===== src/rrect_pkg.sv =====
`default_nettype none
package rrect_pkg;

   // field widths
   localparam int CoordW   = 21;
   localparam int XyzW     = 3 * CoordW;
   localparam int LenW     = 40;
   localparam int EpsW     = 16;
   localparam int DistW    = 32;
   localparam int NumW     = 45;
   localparam int DenW     = 44;
   localparam int MagW     = 44;
   localparam int RemW     = 44;
   localparam int DivStages       = 8;
   localparam int DivBitsPerStage = DistW / DivStages;

   // register indexes
   localparam logic [2:0] RegCorner     = 3'd0;
   localparam logic [2:0] RegEdgeA      = 3'd1;
   localparam logic [2:0] RegEdgeB      = 3'd2;
   localparam logic [2:0] RegNormal     = 3'd3;
   localparam logic [2:0] RegEdgeALenSq = 3'd4;
   localparam logic [2:0] RegEdgeBLenSq = 3'd5;
   localparam logic [2:0] RegMinDist    = 3'd6;
   localparam logic [2:0] RegShadowEn   = 3'd7;

   localparam logic [EpsW-1:0] MinDistReset = EpsW'(66);

   typedef logic signed [CoordW-1:0] coord_type;

   // one beat inside the divider stages
   typedef struct packed {
      logic                vld;
      logic                miss;
      logic                sat;
      logic                shadow;
      coord_type [2:0]     o;
      coord_type [2:0]     d;
      logic [MagW-1:0]     ad;
      logic [RemW-1:0]     rem;
      logic [DistW-1:0]    low;
      logic [DistW-1:0]    q;
   } div_type;

   // clamp a wide signed coordinate into 21 bits
   function automatic coord_type sat21(input logic signed [38:0] v);
      logic signed [38:0] lo;
      logic signed [38:0] hi;
      lo = 39'sd0 - 39'sd1048576;
      hi = 39'sd1048575;
      if (v < lo) begin
         sat21 = coord_type'(lo);
      end else if (v > hi) begin
         sat21 = coord_type'(hi);
      end else begin
         sat21 = coord_type'(v);
      end
   endfunction

endpackage
`default_nettype wire


===== src/rrect_div_stage.sv =====
`default_nettype none
// Four restoring-division steps and the register behind them.
module rrect_div_stage import rrect_pkg::*; (
   input  wire logic    clock,
   input  wire logic    reset,
   input  wire logic    load,
   input  wire div_type stage_in,
   output div_type      stage_out
);

   div_type stage_in_c;
   div_type stage_ff;

   // shift in one dividend bit, subtract when the divisor fits
   always_comb begin
      logic [RemW:0] r;
      logic          qb;
      stage_in_c = stage_in;
      for (int k = 0; k < DivBitsPerStage; k++) begin
         r  = {stage_in_c.rem, stage_in_c.low[DistW-1]};
         qb = 1'b0;
         stage_in_c.low = stage_in_c.low << 1;
         if (r >= {1'b0, stage_in_c.ad}) begin
            r  = r - {1'b0, stage_in_c.ad};
            qb = 1'b1;
         end
         stage_in_c.rem = r[RemW-1:0];
         stage_in_c.q   = {stage_in_c.q[DistW-2:0], qb};
      end
      // reset empties the stage
      if (reset) begin
         stage_in_c.vld = 1'b0;
      end
   end

   always_ff @(posedge clock) begin
      if (load || reset) begin
         stage_ff <= stage_in_c;
      end
   end

   assign stage_out = stage_ff;

endmodule
`default_nettype wire


===== config.mk =====
export PLATFORM = sky130hd
export DESIGN_NAME = rrect_div_stage
export DESIGN_NICKNAME = d
export VERILOG_FILES = /design/src/rrect_pkg.sv /design/src/rrect_div_stage.sv
export SDC_FILE = /design/constraint.sdc
export NUM_CORES = 1
export LEC_CHECK = 0
export BUFFER_PORTS_ARGS = -buffer_cell sky130_fd_sc_hd__buf_2
export CAP_MARGIN = 40
export CORE_AREA = 2 2 223 225
export CTS_BUF_LIST = sky130_fd_sc_hd__clkbuf_8 sky130_fd_sc_hd__clkbuf_16
export CTS_CLUSTER_DIAMETER = 150
export DETAILED_ROUTE_END_ITERATION = 10
export DIE_AREA = 0 0 225 227
export HOLD_SLACK_MARGIN = 0.02
export PLACE_DENSITY = 0.72
export SKIP_CTS_REPAIR_TIMING = 1
export SKIP_LAST_GASP = 1
export SLEW_MARGIN = 0
export SYNTH_ARGS = -nofsm -noshare
export SYNTH_HDL_FRONTEND = slang
export SYNTH_SLANG_ARGS = --single-unit

===== constraint.sdc =====
create_clock -name clock -period 13.7 [get_ports clock]
set_input_delay 0.685 -clock clock [delete_from_list [all_inputs] [get_ports clock]]
set_output_delay 0.685 -clock clock [all_outputs]
set_load 0.03 [all_outputs]

Yosys cells after proc, flatten, opt, wreduce, memory -nomap -nowiden --
Index checks and enable logic that the tools add are counted.
Storage, ports and cells: output and inout bits 282, logic and storage cells 31, register bits after elaboration 278, bits of input ports 285
Cells by class: order comparisons 4, add/subtract/negate cells 4, reductions and logical operators 1, muxes and demuxes 8
Operators with widths (count):
- >= comparator 45 x 44 -> 1 bit | 4
- 2-to-1 mux 44 bit | 4
- subtractor 44 bit | 4
- 2-to-1 mux 1 bit | 4
- logical OR 1 bit | 1

Depth between registers and ports, before layout --
word-level depth 8, mapped depth 61, gate-level depth less buffers 51

Worst setup path after synthesis --
Ideal clock, no wire load.
path kind input port to flip-flop, from in stage_in[122] (netlist bit), to reg stage_ff (netlist bit stage_out[69]), data pin, stages on the path 58, library setup time 0.258 ns, buffers on the path 10, slack 1.505 ns, arrival 11.937 ns, required time 13.442 ns, cells stage by stage inv_1 ha_1 buf_2 nand3_1 nor4_1 o211ai_1 a21o_1 a21o_1 and2_1 buf_2 inv_2 buf_1 clkbuf_1 nor2_1 o21bai_1 inv_1 ha_1 clkbuf_1 (+22 left out) inv_2 buf_2 clkbuf_1 nand2_1 nand2_1 ha_1 clkbuf_1 and3_1 and2_1 a221oi_1 o21ai_0 a221o_1 a31o_2 a211oi_2 inv_1 nor2_1 nand2_1 o221a_2
RTL lines:
- start: declaration | line rrect_div_stage.sv:7 | input wire div_type stage_in,
- end signal: assignment | line rrect_div_stage.sv:38 | stage_ff <= stage_in_c;
- end: declaration | line rrect_div_stage.sv:12 | div_type stage_ff;

==> results.toml <==
[status]
status = "completed"

[global_route]
grt_pass1_wl_um = 128500
grt_max_degree = 182
gr-total-overflow = 0
grt_use_total_pct = 34.25
first_global_vias = 19830
antenna_found_initial = 14

[clock_tree]
root_buffer = "clkbuf_16"
cts_made_buffers = 34
clk_pin_slew_ns = 0.06
htree_num_levels = 2
clock_path_buffers = 3
cts_tree = "built"
clock-sinks = 278

[sta]
setup_violations = 0
post-route-period-util_pct = 91.53
holdWs_ns = 0.2833
worstMarginPinSlew_ns = 1.177
max_freq_mhz = 79.75
period_needed_ns = 12.54
setup_slack_ns = 1.160
grt_setup_unrepaired = "false"
hold_viol_final = 0
setup-tns-final_ns = 0
drv_slew = 0
max_slew_margin_pct = 21.56

[critical_path]
crit_top_cell = "o21ai_0"
crit_start = "stage_in[146]"
startpoint_type = "input pin"
cpMaxStageDelayCell = "ha_1"
arrival_ns = 12.85
critPathCaptureType = "flop"
critPathRequiredTime_ns = 14.01
max_stage_delay_ns = 0.47
worst-setup-path-type = "in2reg"
critPathMaxFanout = 31

[cells_and_area]
layout.nets = 3294
syn_to_final_growth_pct = 29.52
fillers = 4451
drive_gt1_share_pct = 30.87
final_util_pct = 54.77
largest_reg_flops = 278

[drt]
vias = 20660
drt_pass1_iterations = 6
wl_per_cell_um = 25.99
routed_wirelength_um = 90550
drtIter0Drc = 1795
antenna_left = 0
drc = 0
viasPerCell = 5.931

[synthesis]
async_reset_ff_share_pct = 0
synth.distinct_cells = 76
yosysMostFrequentCell = "edfxtp_1"
yosysTopAreaCell = "edfxtp_1"
synth-edff-count = 278
ys_ff_latch = 278
syn_area_per_cell_um2 = 9.781
synth_flop_cell = "edfxtp_1"
ys_top_cells_by_count = "edfxtp_1 (278), a21oi_1 (223), nand2_1 (181), ha_1 (176), o21ai_0 (122)"
synth_seq_area_share_pct = 40.66
netlist_instances = 2099
synth_warnings = 0
synthTopCellsByArea = "edfxtp_1 (41%), ha_1 (11%), a21oi_1 (5.4%)"
syn_area_um2 = 20530
synth_top_area_share_pct = 40.66

[floorplan]
rows = 81
die_area_um2 = 51080
ios = 567
start_util_pct = 42.29
core_area_um2 = 48550
die_height_um = 227
die_x_um = 225

[worst_hold_path]
hp-class = "in2reg"
hold_start = "stage_in[162]"

[pwr]
total_power_w = 0.008036
p_per_area_nw_per_um2 = 302.2
peakVddDrop_mv = 0.2196
leakagePower_nw = 12.16

[flow_run]
cap_violations = 0

[place]
place_ws_ns = 0.8427
numPortBuffers = 558
gp_congestion = 1.022
hpwl_um = 75510
-- report_power, final --
part | switching [W] | internal [W] | leakage [nW]
clock | 0.000393 | 0.000517 | 0.558
combinational | 0.00336 | 0.00249 | 8.77
sequential | 0.0000436 | 0.00123 | 2.83
total | 0.00379 | 0.00424 | 12.2
-- per-stage QoR --
step	cell area, µm²	std cells
after floorplan	20540	2102
after global placement	25450	3414
after detailed placement	25460	3415
after CTS	26570	3476
after global routing	26570	3476
final	26590	3484
-- final timing paths --
kind	end	slack, ns	cells after the start
worst max-delay path	stage_out[93]$_DFFE_PP_	1.16	50
worst min-delay path	stage_out[162]$_DFFE_PP_	0.28	1
-- worst max-delay path: cells and delay by family --
kind / cells / cell delay (ns)
AO/OA/AOI/OAI: 29 / 7.52
adder cells (fa/ha/maj): 4 / 1.44
buffers and inverters: 10 / 1.68
multiplexers: 1 / 0.37
AND/OR/NAND/NOR: 6 / 1.10
-- layout make-up --
type                    instances  area [µm²]  share of cell area (%)
multi-input cells            1639       11470                   43.13
flip-flops and latches        278        8348                   31.40
repair buffers                769        4464                   16.79
clock buffers                  34       850.8                   3.200
well taps                     622       778.2                   2.927
inverters                     107       401.6                   1.511
clock inverters                27       259.0                  0.9741
diodes                          8       20.02                 0.07529
-- per-layer routing --
metal	vias to the layer above	share of wire [%]	global-route usage, %	routed length, µm
met5	-	0.065	0	59
met4	8	5.0	15.72	4561
met3	186	8.5	6.737	7684
met2	1012	45	55.62	40900
met1	10030	41	44.22	37350
li1	9430	-	-	-
-- layout by cell type, fill, tap and decap left out, types with 24 or more instances in the layout --
cell	synthesis	final
buf_2	21	558
edfxtp_1	278	278
a21oi_1	223	223
buf_4	5	204
nand2_1	181	181
ha_1	176	176
o21ai_0	122	122
nor2_1	119	119
inv_1	104	108
xnor2_1	105	105
a21o_1	83	83
nand3_1	51	51
xor2_1	50	50
nand4_1	40	40
mux2_2	40	40
and3_1	36	36
clkbuf_16	0	34
o21a_1	33	33
o21bai_1	29	29
a221o_1	24	24
o221ai_1	24	24
-- kinds of logic after synthesis --
group | synth area share [%]
compound gates | 21.84
simple gates | 12.80
buf+inv | 3.638
other cells | 0.01827
xor+xnor | 6.613
mux | 3.315
fa+ha+maj | 11.12
flops | 40.66
(Power assumes the default switching activity.)
